[src/design/wfpo_pkg.sv]
// Types, constants and tables shared by the wheel frame parser and odometry unit.
`timescale 1ns / 1ps
package wfpo_pkg;

    localparam int DATA_BYTES = 8;

    localparam logic [7:0] CH_DOLLAR  = 8'h24;
    localparam logic [7:0] CH_SHARP   = 8'h23;
    localparam logic [7:0] CH_PERCENT = 8'h25;
    localparam logic [7:0] CH_BANG    = 8'h21;

    localparam logic CFG_BOGUS_LIMIT = 1'b0;
    localparam logic CFG_YAW_GAIN    = 1'b1;

    localparam logic [3:0]  BOGUS_LIMIT_RST = 4'd5;
    localparam logic [15:0] YAW_GAIN_RST    = 16'd11863;

    localparam logic signed [33:0] CORDIC_START = 34'sd652032874;
    localparam logic [31:0]        HEADING_MULT = 32'd2867080570;
    localparam logic signed [53:0] POS_MAX = 54'sd140737488355327;
    localparam logic signed [53:0] POS_MIN = -54'sd140737488355328;

    typedef struct packed {
        logic [7:0]  rx_byte;
        logic [31:0] time_now_us;
    } t_in_item;

    typedef struct packed {
        logic [15:0]        vel_x;
        logic signed [15:0] vel_y;
        logic signed [31:0] yaw_rate;
        logic signed [47:0] pos_x;
        logic signed [47:0] pos_y;
        logic [31:0]        heading;
    } t_out_item;

    typedef struct packed {
        logic [63:0] wheels;
        logic [31:0] stamp;
    } t_frame;

    typedef struct packed {
        logic full;
        logic empty;
    } t_q_status;

    typedef enum logic [2:0] {
        PS_DOLLAR, PS_SHARP, PS_DATA, PS_PERCENT, PS_CLAIM
    } t_parse_st;

    typedef enum logic [2:0] {
        OS_IDLE, OS_LOAD, OS_CORDIC, OS_MUL, OS_WB, OS_FINAL
    } t_odo_st;

    typedef enum logic [3:0] {
        OP_YAW, OP_DX, OP_DY, OP_MAG, OP_LO, OP_HI,
        OP_XC_H, OP_XC_L, OP_YS_H, OP_YS_L, OP_XS_H, OP_XS_L, OP_YC_H, OP_YC_L
    } t_op;

    function automatic logic [31:0] atan_val(input logic [4:0] i);
        case (i)
            5'd0:  atan_val = 32'h20000000;
            5'd1:  atan_val = 32'h12E4051E;
            5'd2:  atan_val = 32'h09FB385B;
            5'd3:  atan_val = 32'h051111D4;
            5'd4:  atan_val = 32'h028B0D43;
            5'd5:  atan_val = 32'h0145D7E1;
            5'd6:  atan_val = 32'h00A2F61E;
            5'd7:  atan_val = 32'h00517C55;
            5'd8:  atan_val = 32'h0028BE53;
            5'd9:  atan_val = 32'h00145F2F;
            5'd10: atan_val = 32'h000A2F98;
            5'd11: atan_val = 32'h000517CC;
            5'd12: atan_val = 32'h00028BE6;
            5'd13: atan_val = 32'h000145F3;
            5'd14: atan_val = 32'h0000A2FA;
            5'd15: atan_val = 32'h0000517D;
            5'd16: atan_val = 32'h000028BE;
            5'd17: atan_val = 32'h0000145F;
            5'd18: atan_val = 32'h00000A30;
            5'd19: atan_val = 32'h00000518;
            5'd20: atan_val = 32'h0000028C;
            5'd21: atan_val = 32'h00000146;
            5'd22: atan_val = 32'h000000A3;
            5'd23: atan_val = 32'h00000051;
            5'd24: atan_val = 32'h00000029;
            5'd25: atan_val = 32'h00000014;
            5'd26: atan_val = 32'h0000000A;
            5'd27: atan_val = 32'h00000005;
            5'd28: atan_val = 32'h00000003;
            5'd29: atan_val = 32'h00000001;
            5'd30: atan_val = 32'h00000001;
            default: atan_val = 32'h00000000;
        endcase
    endfunction

endpackage

[src/design/wfpo_front.sv]
// Byte framer: tracks the frame sequence, counts bogus bytes, pushes complete frames.
`timescale 1ns / 1ps
module wfpo_front (
    input  logic               i_clk,
    input  logic               i_rst_n,
    input  logic               i_valid,
    output logic               o_ready,
    input  wfpo_pkg::t_in_item i_in,
    input  logic [3:0]         i_bogus_limit,
    input  wfpo_pkg::t_q_status i_q,
    output logic               o_push,
    output wfpo_pkg::t_frame   o_frame
);
    import wfpo_pkg::*;

    t_parse_st  r_st, n_st;
    logic [3:0] r_idx, n_idx;
    logic [3:0] r_bog, n_bog;
    logic [7:0] r_buf [DATA_BYTES];
    logic       acc, wr;
    logic [4:0] bog_inc;
    logic       bog_trip;

    assign o_ready  = !i_q.full;
    assign acc      = i_valid && o_ready;
    assign bog_inc  = {1'b0, r_bog} + 5'd1;
    assign bog_trip = bog_inc > {1'b0, i_bogus_limit};

    always_comb begin
        n_st   = r_st;
        n_idx  = r_idx;
        n_bog  = r_bog;
        wr     = 1'b0;
        o_push = 1'b0;
        if (acc) begin
            case (r_st)
                PS_DATA: begin
                    wr    = 1'b1;
                    n_idx = r_idx + 4'd1;
                    if (n_idx >= 4'(DATA_BYTES)) n_st = PS_PERCENT;
                end
                PS_DOLLAR, PS_SHARP, PS_PERCENT, PS_CLAIM: begin
                    if (r_st == PS_DOLLAR && i_in.rx_byte == CH_DOLLAR) begin
                        n_st = PS_SHARP;
                    end else if (r_st == PS_SHARP && i_in.rx_byte == CH_SHARP) begin
                        n_st  = PS_DATA;
                        n_idx = 4'd0;
                    end else if (r_st == PS_PERCENT && i_in.rx_byte == CH_PERCENT) begin
                        n_st = PS_CLAIM;
                    end else if (r_st == PS_CLAIM && i_in.rx_byte == CH_BANG) begin
                        o_push = 1'b1;
                        n_st   = PS_DOLLAR;
                        n_idx  = 4'd0;
                    end else if (bog_trip) begin
                        // too many bad bytes: drop the partial frame
                        n_st  = PS_DOLLAR;
                        n_idx = 4'd0;
                        n_bog = 4'd0;
                    end else begin
                        n_bog = bog_inc[3:0];
                    end
                end
                default: begin
                    n_st  = PS_DOLLAR;
                    n_idx = 4'd0;
                end
            endcase
        end
    end

    always_ff @(posedge i_clk) begin
        if (!i_rst_n) begin
            r_st  <= PS_DOLLAR;
            r_idx <= 4'd0;
            r_bog <= 4'd0;
        end else begin
            r_st  <= n_st;
            r_idx <= n_idx;
            r_bog <= n_bog;
        end
    end

    always_ff @(posedge i_clk) begin
        if (wr) r_buf[r_idx[2:0]] <= i_in.rx_byte;
    end

    always_comb begin
        for (int k = 0; k < DATA_BYTES; k++) o_frame.wheels[8*k +: 8] = r_buf[k];
        o_frame.stamp = i_in.time_now_us;
    end

endmodule

[config.mk]
export PLATFORM = sky130hd
export DESIGN_NAME = wfpo_front
export DESIGN_NICKNAME = d
export VERILOG_FILES = /design/src/design/wfpo_pkg.sv /design/src/design/wfpo_front.sv
export SDC_FILE = /design/constraint.sdc
export NUM_CORES = 1
export LEC_CHECK = 0
export ABC_CLOCK_PERIOD_IN_PS = 2450
export BUFFER_PORTS_ARGS = -buffer_cell sky130_fd_sc_hd__buf_2
export CAP_MARGIN = 20
export CORE_ASPECT_RATIO = 0.9
export CORE_UTILIZATION = 46
export CTS_CLUSTER_DIAMETER = 80
export CTS_CLUSTER_SIZE = 16
export DETAILED_ROUTE_END_ITERATION = 8
export GPL_ROUTABILITY_DRIVEN = 0
export PLACE_DENSITY = 0.8
export SLEW_MARGIN = 10
export SYNTH_ARGS = -nofsm -noshare
export SYNTH_HDL_FRONTEND = slang
export SYNTH_SLANG_ARGS = --single-unit
[constraint.sdc]
create_clock -name i_clk -period 2.45 [get_ports i_clk]
set_clock_uncertainty 0.1 [all_clocks]
set_input_delay 0.245 -clock i_clk [delete_from_list [all_inputs] [get_ports i_clk]]
set_output_delay 0.245 -clock i_clk [all_outputs]
set_load 0.01 [all_outputs]
==> impl_metrics.env <==
export IMPL_outcome="complete, no violations"
export IMPL_setup_viol=0
export IMPL_min_period_ns=2.22
export IMPL_holdCritStartpoint="i_in[37]"
export IMPL_post_route_util=0.578
export IMPL_grt_pass1_vias=1689
export IMPL_postRouteWirelength_um=5930
export IMPL_rsz0062_at_grt="false"
export IMPL_library_cells_used_by_synthesis=43
export IMPL_cp_end_kind="flip-flop"
export IMPL_number_of_antenna_violations_at_the_first_check_in_global_routing=0
export IMPL_gr_util_all_layers=0.173
export IMPL_grt_start_max_net_pins=15
export IMPL_worstSetupStartpointType="flip-flop"
export IMPL_route_antenna_remaining_nets=0
export IMPL_final_layout_size_suffix_gt1_frac=0.428
export IMPL_critical_path_slowest_cell="sky130_fd_sc_hd__dfxtp_2"
export IMPL_power_per_cell_area_mw_per_mm2=663
export IMPL_worst_slew_margin_rel=0.766
export IMPL_fillers=483
export IMPL_critical_path_arrival_ns=2.39
export IMPL_tightestPinTransition_ns=0.349
export IMPL_whs_endpoint="r_buf[5][5]"
export IMPL_hp_class="in2reg"
export IMPL_synth_sequential_area_ratio=0.697
export IMPL_post_place_cells=356
export IMPL_dpl_cell_area_mm2=0.00341
export IMPL_boundaryPins=147
export IMPL_fmaxAchievable_mhz=451
export IMPL_cts_root_buffer_cell="sky130_fd_sc_hd__clkbuf_8"
export IMPL_maxCapViolCount=0
export IMPL_worst_ir_drop_vdd_mv=0.280
export IMPL_final_period_utilization=0.905
export IMPL_nets=335
export IMPL_clk_buf_depth=2
export IMPL_cts_resized=0
export IMPL_clk_pin_slew_worst_paths_ns=0.08
export IMPL_start_util=0.489
export IMPL_critical_path_peak_fanout=6
export IMPL_crit_family="simple AND/OR/NAND/NOR gates"
export IMPL_grt_ovfl_total=0
export IMPL_detail_route_drc_violations=0
export IMPL_instances_no_fill=372
export IMPL_drt_first_iter_violations=95
export IMPL_synth_yosys_warnings=0
export IMPL_post_cts_setup_buffers=0
export IMPL_worstRegToRegCells=8
export IMPL_syn_avg_cell_area_um2=14.4
export IMPL_antenna_cells_inserted=0
export IMPL_syn_to_final_growth_pct=18.2
export IMPL_grt_pass1_wl_um=8690
export IMPL_synth_main_ff_cell="sky130_fd_sc_hd__edfxtp_1"
export IMPL_placeableCoreArea_mm2=0.00628
export IMPL_critical_path_cell_chain="nand3_1, xnor2_2, ha_1, a21oi_1, nand3_1, a32o_1, or3_1, a21boi_1"
export IMPL_clk_insertion_delay_late_ns=0.34
export IMPL_final_max_slew_violation_count=0
export IMPL_timing_rr_end="r_bog[0]"
export IMPL_worst_ep_required_time_ns=2.63
export IMPL_yosys_register_bits=75
export IMPL_p_leak_nw=1.39
export IMPL_synth_enable_flop_cells=64
export IMPL_h_tree_depth=3
export IMPL_die_width_um=88.2
export IMPL_row_count=27
export IMPL_clock_sinks=75
export IMPL_finalHoldViolations=0
export IMPL_dp_hpwl_um=4180
export IMPL_port_buffers=81
export IMPL_post_synth_instance_area_mm2=0.00307
export IMPL_hold_path_depth=1
export IMPL_final_area_mm2=0.00363
export IMPL_power_total_w=0.00241
export IMPL_max_stage_delay_ns=0.39
export IMPL_reg2reg_slack_ns=0.23
export IMPL_synth_fp_nets=268
export IMPL_setup_tns_ns=0
export IMPL_asyncSetResetFlopFracSynth=0
export IMPL_cts_buffers=9
export IMPL_cpMostUsedCell="sky130_fd_sc_hd__nand3_1"
export IMPL_cts_hold_fix_buffers=0
export IMPL_detailed_route_wire_length_per_cell_um=15.9
export IMPL_route_detailed_vias_per_inst=5.06
export IMPL_num_vias=1881
export IMPL_first_pass_iters=4
export IMPL_path_class="reg2reg"
export IMPL_regToRegStartpoint="r_bog[2]"
export IMPL_cts_tree="built"
export IMPL_die_y_um=79.6
export IMPL_timing_critical_path_buf_inv=0
export IMPL_netlist_instances=213
export IMPL_floorplan_die_area_mm2=0.00701
## registers in the layout, indices dropped and copies added (netlist names)
| signal | flops |
|---|---|
| r_bog | 4 |
| r_st | 3 |
| r_idx | 4 |
| r_buf | 64 |
## kinds of logic (layout without fill, tap and decap cells)
| kind of cell | after synthesis | in the layout | synth area share |
|---|---|---|---|
| flip-flops | 75 | 75 | 0.697 |
| AND/OR/NAND/NOR | 64 | 64 | 0.113 |
| buffers and inverters | 42 | 114 | 0.0912 |
| AO/OA/AOI/OAI | 21 | 21 | 0.0598 |
| adder cells (fa/ha/maj) | 6 | 6 | 0.0244 |
| XOR/XNOR | 3 | 3 | 0.00855 |
| multiplexers | 2 | 2 | 0.00651 |
## power by group
| part | leakage [nW] | total (W) | switching (W) | internal [W] |
|---|---|---|---|---|
| sequential | 0.665 | 0.00138 | 0.00000201 | 0.00138 |
| combinational | 0.623 | 0.0000795 | 0.0000506 | 0.0000289 |
| clock | 0.104 | 0.000945 | 0.000466 | 0.000479 |
| total | 1.39 | 0.00241 | 0.000518 | 0.00189 |
## per-layer routing
metal | global-route usage | share of wire | wire length (µm)
met1 | 0.195 | 0.40 | 2360
met2 | 0.284 | 0.49 | 2910
met3 | 0.0600 | 0.082 | 485
met4 | 0.0984 | 0.029 | 172
met5 | 0 | 0 | 0
## worst register-to-register path: stages (launching register included)
cell	delay (ns)
sky130_fd_sc_hd__dfxtp_2	0.39
sky130_fd_sc_hd__nand3_1	0.13
sky130_fd_sc_hd__xnor2_2	0.17
sky130_fd_sc_hd__ha_1	0.33
sky130_fd_sc_hd__a21oi_1	0.15
sky130_fd_sc_hd__nand3_1	0.12
sky130_fd_sc_hd__a32o_1	0.28
sky130_fd_sc_hd__or3_1	0.36
sky130_fd_sc_hd__a21boi_1	0.12
## metrics by stage
step | hold slack, ns | worst slack (ns)
6_report | 0.0943 | 0.233
3_5_place_dp | 0.367 | 0.168
5_1_grt | 0.0977 | 0.0317
3_3_place_gp | 0.364 | 0.255
4_1_cts | 0.0855 | 0.145
2_1_floorplan | 0.244 | 0.255
## Yosys cell counts (all sizes together), types with 3 or more instances
master  number  share of area
dfxtp       11          0.072
ha           6          0.024
nand4        3         0.0061
a21boi       5          0.012
nand2       17          0.021
o211ai       3         0.0090
edfxtp      64           0.63
nor2        14          0.018
inv          7         0.0085
nor3         7          0.011
nand3        7          0.013
buf         34          0.081
a21oi        3         0.0049
## layout make-up
class | count | area [µm²] | area share
clock inverters | 7 | 75.1 | 0.0207
repair buffers | 91 | 480 | 0.132
inverters | 7 | 26.3 | 0.00723
multi-input cells | 96 | 674 | 0.186
clock buffers | 9 | 124 | 0.0341
flip-flops and latches | 75 | 2140 | 0.590
well taps | 87 | 109 | 0.0300
## cells in the final DEF (no fill, tap or decap), types with 2 or more instances in the layout
| cell | n |
|---|---|
| sky130_fd_sc_hd__buf_2 | 81 |
| sky130_fd_sc_hd__edfxtp_1 | 64 |
| sky130_fd_sc_hd__nand2_1 | 17 |
| sky130_fd_sc_hd__nor2_1 | 13 |
| sky130_fd_sc_hd__buf_4 | 10 |
| sky130_fd_sc_hd__clkbuf_8 | 9 |
| sky130_fd_sc_hd__dfxtp_1 | 9 |
| sky130_fd_sc_hd__inv_1 | 7 |
| sky130_fd_sc_hd__nand3_1 | 6 |
| sky130_fd_sc_hd__nor3_1 | 6 |
| sky130_fd_sc_hd__ha_1 | 5 |
| sky130_fd_sc_hd__nand4_1 | 3 |
| sky130_fd_sc_hd__a21oi_1 | 3 |
| sky130_fd_sc_hd__a21boi_1 | 3 |
| sky130_fd_sc_hd__inv_6 | 3 |
| sky130_fd_sc_hd__xor2_1 | 2 |
| sky130_fd_sc_hd__nand2b_1 | 2 |
| sky130_fd_sc_hd__or3_1 | 2 |
| sky130_fd_sc_hd__nor2b_1 | 2 |
| sky130_fd_sc_hd__mux2i_1 | 2 |
| sky130_fd_sc_hd__o21ai_0 | 2 |
| sky130_fd_sc_hd__a31oi_1 | 2 |
| sky130_fd_sc_hd__o211ai_1 | 2 |
| sky130_fd_sc_hd__a21boi_0 | 2 |
| sky130_fd_sc_hd__clkinv_2 | 2 |
| sky130_fd_sc_hd__dfxtp_2 | 2 |
## worst max-delay path by stage
stage	start	end	cells past startpoint
floorplan	r_st[2]	r_buf[0][0]	5
global placement	r_bog[0]	r_st[2]	9
detailed placement	r_bog[2]	r_idx[2]	9
CTS	r_bog[2]	r_idx[2]	9
global route	r_bog[2]	r_idx[2]	9
finish	r_bog[2]	r_bog[0]	8
Note: power is estimated with default switching activity, not from simulation.
