<file path="src/design/wfpo_pkg.sv">
// Types, constants and tables shared by the wheel frame parser and odometry unit.
`timescale 1ns / 1ps
package wfpo_pkg;

    localparam int DATA_BYTES = 8;

    localparam logic [7:0] CH_DOLLAR  = 8'h24;
    localparam logic [7:0] CH_SHARP   = 8'h23;
    localparam logic [7:0] CH_PERCENT = 8'h25;
    localparam logic [7:0] CH_BANG    = 8'h21;

    localparam logic CFG_BOGUS_LIMIT = 1'b0;
    localparam logic CFG_YAW_GAIN    = 1'b1;

    localparam logic [3:0]  BOGUS_LIMIT_RST = 4'd5;
    localparam logic [15:0] YAW_GAIN_RST    = 16'd11863;

    localparam logic signed [33:0] CORDIC_START = 34'sd652032874;
    localparam logic [31:0]        HEADING_MULT = 32'd2867080570;
    localparam logic signed [53:0] POS_MAX = 54'sd140737488355327;
    localparam logic signed [53:0] POS_MIN = -54'sd140737488355328;

    typedef struct packed {
        logic [7:0]  rx_byte;
        logic [31:0] time_now_us;
    } t_in_item;

    typedef struct packed {
        logic [15:0]        vel_x;
        logic signed [15:0] vel_y;
        logic signed [31:0] yaw_rate;
        logic signed [47:0] pos_x;
        logic signed [47:0] pos_y;
        logic [31:0]        heading;
    } t_out_item;

    typedef struct packed {
        logic [63:0] wheels;
        logic [31:0] stamp;
    } t_frame;

    typedef struct packed {
        logic full;
        logic empty;
    } t_q_status;

    typedef enum logic [2:0] {
        PS_DOLLAR, PS_SHARP, PS_DATA, PS_PERCENT, PS_CLAIM
    } t_parse_st;

    typedef enum logic [2:0] {
        OS_IDLE, OS_LOAD, OS_CORDIC, OS_MUL, OS_WB, OS_FINAL
    } t_odo_st;

    typedef enum logic [3:0] {
        OP_YAW, OP_DX, OP_DY, OP_MAG, OP_LO, OP_HI,
        OP_XC_H, OP_XC_L, OP_YS_H, OP_YS_L, OP_XS_H, OP_XS_L, OP_YC_H, OP_YC_L
    } t_op;

    function automatic logic [31:0] atan_val(input logic [4:0] i);
        case (i)
            5'd0:  atan_val = 32'h20000000;
            5'd1:  atan_val = 32'h12E4051E;
            5'd2:  atan_val = 32'h09FB385B;
            5'd3:  atan_val = 32'h051111D4;
            5'd4:  atan_val = 32'h028B0D43;
            5'd5:  atan_val = 32'h0145D7E1;
            5'd6:  atan_val = 32'h00A2F61E;
            5'd7:  atan_val = 32'h00517C55;
            5'd8:  atan_val = 32'h0028BE53;
            5'd9:  atan_val = 32'h00145F2F;
            5'd10: atan_val = 32'h000A2F98;
            5'd11: atan_val = 32'h000517CC;
            5'd12: atan_val = 32'h00028BE6;
            5'd13: atan_val = 32'h000145F3;
            5'd14: atan_val = 32'h0000A2FA;
            5'd15: atan_val = 32'h0000517D;
            5'd16: atan_val = 32'h000028BE;
            5'd17: atan_val = 32'h0000145F;
            5'd18: atan_val = 32'h00000A30;
            5'd19: atan_val = 32'h00000518;
            5'd20: atan_val = 32'h0000028C;
            5'd21: atan_val = 32'h00000146;
            5'd22: atan_val = 32'h000000A3;
            5'd23: atan_val = 32'h00000051;
            5'd24: atan_val = 32'h00000029;
            5'd25: atan_val = 32'h00000014;
            5'd26: atan_val = 32'h0000000A;
            5'd27: atan_val = 32'h00000005;
            5'd28: atan_val = 32'h00000003;
            5'd29: atan_val = 32'h00000001;
            5'd30: atan_val = 32'h00000001;
            default: atan_val = 32'h00000000;
        endcase
    endfunction

endpackage

</file>
<file path="src/design/wfpo_queue.sv">
// Two-entry frame queue between the framer and the odometry sequencer.
`timescale 1ns / 1ps
module wfpo_queue (
    input  logic                i_clk,
    input  logic                i_rst_n,
    input  logic                i_push,
    input  wfpo_pkg::t_frame    i_frame,
    input  logic                i_pop,
    output wfpo_pkg::t_frame    o_frame,
    output wfpo_pkg::t_q_status o_status
);
    import wfpo_pkg::*;

    t_frame     r_mem [2];
    logic       r_wp, r_rp;
    logic [1:0] r_cnt;

    assign o_status.full  = r_cnt == 2'd2;
    assign o_status.empty = r_cnt == 2'd0;
    assign o_frame        = r_mem[r_rp];

    always_ff @(posedge i_clk) begin
        if (i_push) r_mem[r_wp] <= i_frame;
    end

    always_ff @(posedge i_clk) begin
        if (!i_rst_n) begin
            r_wp  <= 1'b0;
            r_rp  <= 1'b0;
            r_cnt <= 2'd0;
        end else begin
            if (i_push) r_wp <= !r_wp;
            if (i_pop)  r_rp <= !r_rp;
            r_cnt <= r_cnt + 2'(i_push) - 2'(i_pop);
        end
    end

endmodule

</file>
<file path="config.mk">
export PLATFORM = sky130hd
export DESIGN_NAME = wfpo_queue
export DESIGN_NICKNAME = d
export VERILOG_FILES = /design/src/design/wfpo_pkg.sv /design/src/design/wfpo_queue.sv
export SDC_FILE = /design/constraint.sdc
export NUM_CORES = 1
export LEC_CHECK = 0
export BUFFER_PORTS_ARGS = -buffer_cell sky130_fd_sc_hd__buf_2
export CAP_MARGIN = 40
export CORE_MARGIN = 2
export CORE_UTILIZATION = 40
export DETAILED_ROUTE_END_ITERATION = 6
export PLACE_DENSITY = 0.63
export SYNTH_ARGS = -nofsm -noshare
export SYNTH_HDL_FRONTEND = slang
export SYNTH_SLANG_ARGS = --single-unit
</file>
<file path="constraint.sdc">
create_clock -name i_clk -period 5.75 [get_ports i_clk]
set_input_delay 1.15 -clock i_clk [delete_from_list [all_inputs] [get_ports i_clk]]
set_output_delay 1.15 -clock i_clk [all_outputs]
set_load 0.05 [all_outputs]
</file>
==> impl_metrics.toml, run 1 <==
[global_routing]
grt_util_met3_pct = 5.61
grt_antenna_before_repair = 2
use_met1_pct = 16.1
grt-ovfl-total = 0
grt_pass1_wl_um = 20400
busiest_layer = "met2"
grt_use_total_pct = 13.7
met2_usage_pct = 23.2
grt_start_max_net_pins = 59
grt_pass1_vias = 3849

[critical_path]
path_buf_inv = 2
critPathLaunchType = "flop"
r2r_end = "r_mem[1][70]$_DFFE_PP_"
reg2reg_slack_ns = 3.62
r2r_cells = 2
cpPeakStageDelay_ns = 0.89
cp-end-kind = "output pin"
path_max_fanout = 51
r2r-start = "r_wp$_SDFFE_PN0P_"
crit_type = "flop to output pin"
worst_ep_arrival_time_ns = 2.45
crit_required_ns = 4.60
crit_family = "flip-flops"
crit_chain = "buf_4 > mux2_2 > buf_2"
crit_slowest_cell = "dfxtp_4"

[timing]
finalCritPeriodShare_pct = 62.6
tightest_slew_ns = 0.829
slew_violations = 0
finalSetupViolCount = 0
finalHoldViolCount = 0
setup_slack_ns = 2.15
max_slew_margin_pct = 44.8
finalClockSkew_ns = 0.00648
period_minus_slack_ns = 3.60
rsz0062_at_grt = "no"
max_freq_ghz = 0.278
tns_ns = 0

[clocking]
clk_path_buf_depth = 2
clk_latency_ns = 0.42
tritoncts = "done"
root_buffer = "clkbuf_16"
cts_resized = 0
cts_hold_buf = 0
postCtsSetupRepairBufs = 0
clock-sinks = 197
cts_buffers = 17
clk_pin_slew_ns = 0.06
htreeDepth = 4

[route]
avgRoutedWirePerCell_um = 17.2
first_pass_iters = 4
drc = 0
detail-route-antenna-nets = 0
viasPerCell = 4.70
drt_iter0_markers = 179
wirelength_um = 13300
via_count = 3640

[hold_path]
hp-start = "r_rp$_SDFFE_PN0P_"
hp-class = "flop to flop"
holdPathStages = 2

[floorplan]
start_util_pct = 40.8
coreArea_um2 = 18000
dieWidth_um = 140
die_area_um2 = 19500
rows = 49
die_h_um = 140
io-pin-count = 198

[synthesis]
yosysWarnings = 0
synth-seq-area-share_pct = 79.8
synth-seq-cells = 197
synthCells = 320
synth_area_per_cell_um2 = 23.0
ys_types = 16
synth_nets = 422
synth_area_um2 = 7350

[cells_and_area]
final_net_count = 633
mostFrequentLayoutCells = "197 x buf_2, 192 x edfxtp_1, 56 x mux2_2"
layout-drive-gt1-share_pct = 59.7
fillers = 1535
final_common_cell = "buf_2"
area_growth_pct = 23.7
fin_cells = 774

[run]
drv_cap = 0

[power]
vdd_drop_max_mv = 0.196
leakagePower_nw = 3.49
finalPower_mw = 3.31
p_per_area_nw_per_um2 = 364

[placement]
preCtsSetupSlack_ns = 2.53
dp.cells = 741
io_buffers = 197
gp_congestion = 0.693
dp_hpwl_um = 8950

[run_status]
status = "completed"
-- worst max-delay path by stage --
stage / from / to / slack, ns / depth (start not counted)
after floorplan: i_push / r_mem[0][0]$_DFFE_PP_ / 1.64 / 1
after CTS: flop / o_frame[28] / 2.07 / 3
after detailed placement: flop / o_frame[28] / 2.53 / 3
after global placement: flop / o_frame[27] / 2.61 / 3
final: flop / o_frame[28] / 2.15 / 3
after global routing: flop / o_frame[28] / 1.99 / 3
-- where the power goes --
| part | switching, mW | total [mW] | internal (mW) |
|---|---|---|---|
| combinational | 0.379 | 0.555 | 0.176 |
| clock | 0.468 | 1.06 | 0.592 |
| sequential | 0.0357 | 1.70 | 1.66 |
-- synthesized netlist by cell type --
cell      number  area [µm²]
edfxtp_1     192        5770
mux2_2        56         631
mux2_4        40         601
buf_2          5        25.0
dfxtp_1        5         100
and2_1         4        25.0
buf_12         4        80.1
nor2b_1        4        25.0
ha_1           2        25.0
inv_1          2        7.51
buf_6          1        11.3
buf_8          1        15.0
nor2_1         1        3.75
o21a_1         1        7.51
xnor3_1        1        22.5
xor2_1         1        8.76
-- final cells by class --
| cell class | count | area [µm²] | area share (%) |
|---|---|---|---|
| diodes | 1 | 2.50 | 0.0275 |
| repair buffers | 203 | 1040 | 11.5 |
| flip-flops and latches | 197 | 5870 | 64.5 |
| clock buffers | 22 | 444 | 4.88 |
| multi-input cells | 110 | 1360 | 14.9 |
| clock inverters | 10 | 83.8 | 0.922 |
| inverters | 2 | 7.51 | 0.0825 |
| well taps | 229 | 287 | 3.15 |
-- stage by stage --
step	area, µm²	utilization [%]	hold slack, ns
floorplan	7360	-	0.555
finish	9100	50.5	0.577
CTS	9090	50.5	0.589
detailed placement	8570	47.5	0.573
global placement	8550	47.4	0.558
global route	9100	50.5	0.620
-- sequential cells by signal, summed over array words and instances (netlist names), named ones only --
| signal | flops |
|---|---|
| r_cnt | 2 |
| r_wp | 1 |
| r_mem | 192 |
| r_rp | 1 |
-- cell families after synthesis --
family / synth area share, %
XOR/XNOR: 0.425
flip-flops: 79.8
AND/OR/NAND/NOR: 0.732
multiplexers: 16.7
buffers and inverters: 1.89
AO/OA/AOI/OAI: 0.102
adder cells (fa/ha/maj): 0.340
-- worst register-to-register path: cells and delay by family, from the launching register on --
family | cells | cell delay, ns
buf+inv | 1 | 0.64
flops | 1 | 0.39
simple gates | 1 | 0.70
-- per-layer routing --
| metal | up-vias | wire length, µm |
|---|---|---|
| met5 | - | 13 |
| met3 | 12 | 1020 |
| met2 | 127 | 6570 |
| met4 | 2 | 140 |
| li1 | 1690 | - |
| met1 | 1809 | 5580 |
Power figures use the tool's default switching activity.
==> run 2: changes to the inputs <==
==> constraint.sdc (replaced) <==
create_clock -name i_clk -period 3.2 [get_ports i_clk]
set_input_delay 0.64 -clock i_clk [delete_from_list [all_inputs] [get_ports i_clk]]
set_output_delay 0.64 -clock i_clk [all_outputs]
set_load 0.05 [all_outputs]
==> run 2 against run 1 <==
Compared with the run above:
- combinational power up 82%
- register-to-register slack worse by 2.0 ns
- sequential share of layout area down 0.55 points
- setup slack worse by 1.6 ns
- largest power group unchanged
- count of clock-buffer cells in the layout down 3
- design area up 0.85%
- clock power up 95%
- hold slack worse by 0.17 ns
- clock skew down 0.0019 ns
- first-iteration DRC count up 1.1%
- critical path depth unchanged
==> impl_metrics.toml, run 2 (synthesis gave the netlist of run 1 again) <==
[run_status]
status = "completed"

[cells_and_area]
largest_reg_flops = 192
largest_register = "r_mem"
post-route-util_pct = 50.9
final_common_cell = "buf_2"
final_net_count = 633
top_regs = "r_mem (192), r_cnt (2)"
n_antenna_cell = 0
mostFrequentLayoutCells = "197 x buf_2, 192 x edfxtp_1, 56 x mux2_2"
layout-drive-gt1-share_pct = 60.8
area_growth_pct = 24.8

[floorplan]
rows = 49
coreArea_um2 = 18000
die_h_um = 140
dieWidth_um = 140
die_area_um2 = 19500
io-pin-count = 198
start_util_pct = 40.8

[route]
drt_iter0_markers = 181
detail-route-antenna-nets = 0
wirelength_um = 12900
viasPerCell = 4.64
drc = 0
avgRoutedWirePerCell_um = 16.6
via_count = 3583
first_pass_iters = 6

[global_routing]
grt_pass1_wl_um = 19900
grt_antenna_before_repair = 1
grt-ovfl-total = 0
grt_start_max_net_pins = 65
grt_use_total_pct = 13.3
grt_pass1_vias = 3905

[clocking]
clk_latency_ns = 0.41
clock-sinks = 197
cts_resized = 0
cts_buffers = 17
htreeDepth = 4
postCtsSetupRepairBufs = 0
cts_hold_buf = 0
tritoncts = "done"
root_buffer = "clkbuf_16"
clk_pin_slew_ns = 0.07
clk_path_buf_depth = 2

[critical_path]
critPathLaunchType = "flop"
cpPeakStageDelay_ns = 0.68
path_max_fanout = 36
crit_chain = "buf_12 > mux2_2 > buf_2"
cp-end-kind = "output pin"
reg2reg_slack_ns = 1.64
crit_required_ns = 2.56
worst_ep_arrival_time_ns = 2.06
crit_slowest_cell = "dfxtp_4"
crit_type = "flop to output pin"

[placement]
io_buffers = 197
dp_hpwl_um = 8420
gp_congestion = 0.705

[timing]
tns_ns = 0
finalSetupViolCount = 0
slew_violations = 0
max_freq_ghz = 0.370
finalClockSkew_ns = 0.00455
finalCritPeriodShare_pct = 84.4
rsz0062_at_grt = "no"
max_slew_margin_pct = 41.8
period_minus_slack_ns = 2.70
finalHoldViolCount = 0
tightest_slew_ns = 0.873

[run]
drv_cap = 0

[power]
pwr-share-clk_pct = 33.8
leakagePower_nw = 3.52
p_per_area_nw_per_um2 = 667
switchingPower_mw = 1.65
vdd_drop_max_mv = 0.355
p_int_mw = 4.47
switching_share_pct = 26.9
comb_power_share_pct = 16.6
seq_power_share_pct = 49.6

[hold_path]
hp-class = "input pin to flop"
[run 2: cell count changes in the layout (fill, tap and decap cells not counted), sizes merged]
cell      delta
clkinvlp     +2
diode        -1
clkinv       -4
clkbuf       -3
inv          +4
bufinv       +1
[run 2: path summary, 6_finish.rpt]
kind / from / end / cells after the start
setup / recovery: flop / o_frame[49] / 3
hold / removal: i_frame[6] / r_mem[0][6]$_DFFE_PP_ / 1
setup reg to reg: r_wp$_SDFFE_PN0P_ / r_mem[0][32]$_DFFE_PP_ / 2
hold reg to reg: r_rp$_SDFFE_PN0P_ / flop / 2
[run 2: power groups by stage]
stage / registers, mW / logic (mW) / clock network (mW)
3_5_place_dp: 3.09 / 1.02 / 0
5_1_grt: 3.05 / 1.07 / 2.24
3_3_place_gp: 3.09 / 1.01 / 0
2_1_floorplan: 3.07 / 0.816 / 0
4_1_cts: 3.04 / 1.03 / 2.15
6_report: 3.03 / 1.01 / 2.07
[run 2: area by class of cell]
type / instances / area [µm²]
clock inverter: 13 / 150
fill: 1500 / 8850
tap: 229 / 287
clock buffer: 19 / 433
timing repair buffer: 203 / 1070
multi-input combinational: 110 / 1360
inverter: 2 / 7.51
sequential: 197 / 5870
[run 2: metrics by stage]
stage	worst slack (ns)	cells	hold WS [ns]	total power [mW]	cell area, µm²
after floorplan	0.670	320	0.555	3.88	7360
after global placement	0.927	741	0.557	4.10	8590
after detailed placement	0.913	741	0.575	4.12	8590
after CTS	0.452	773	0.381	6.21	9170
after global routing	0.389	773	0.383	6.35	9170
final	0.499	773	0.410	6.12	9170
[run 2: worst max-delay path: cells and delay by family (launching register included)]
family,cells,cell delay [ns]
buffers and inverters,2,0.52
DFF,1,0.68
muxes,1,0.39
[run 2: metal layers]
layer / vias to the layer above / track usage, % / wire length [µm]
met1: 1751 / 15.6 / 5170
met4: 0 / 4.53 / 197
met5: - / 0 / 0
met2: 132 / 22.6 / 6470
li1: 1686 / - / -
met3: 14 / 5.16 / 1010
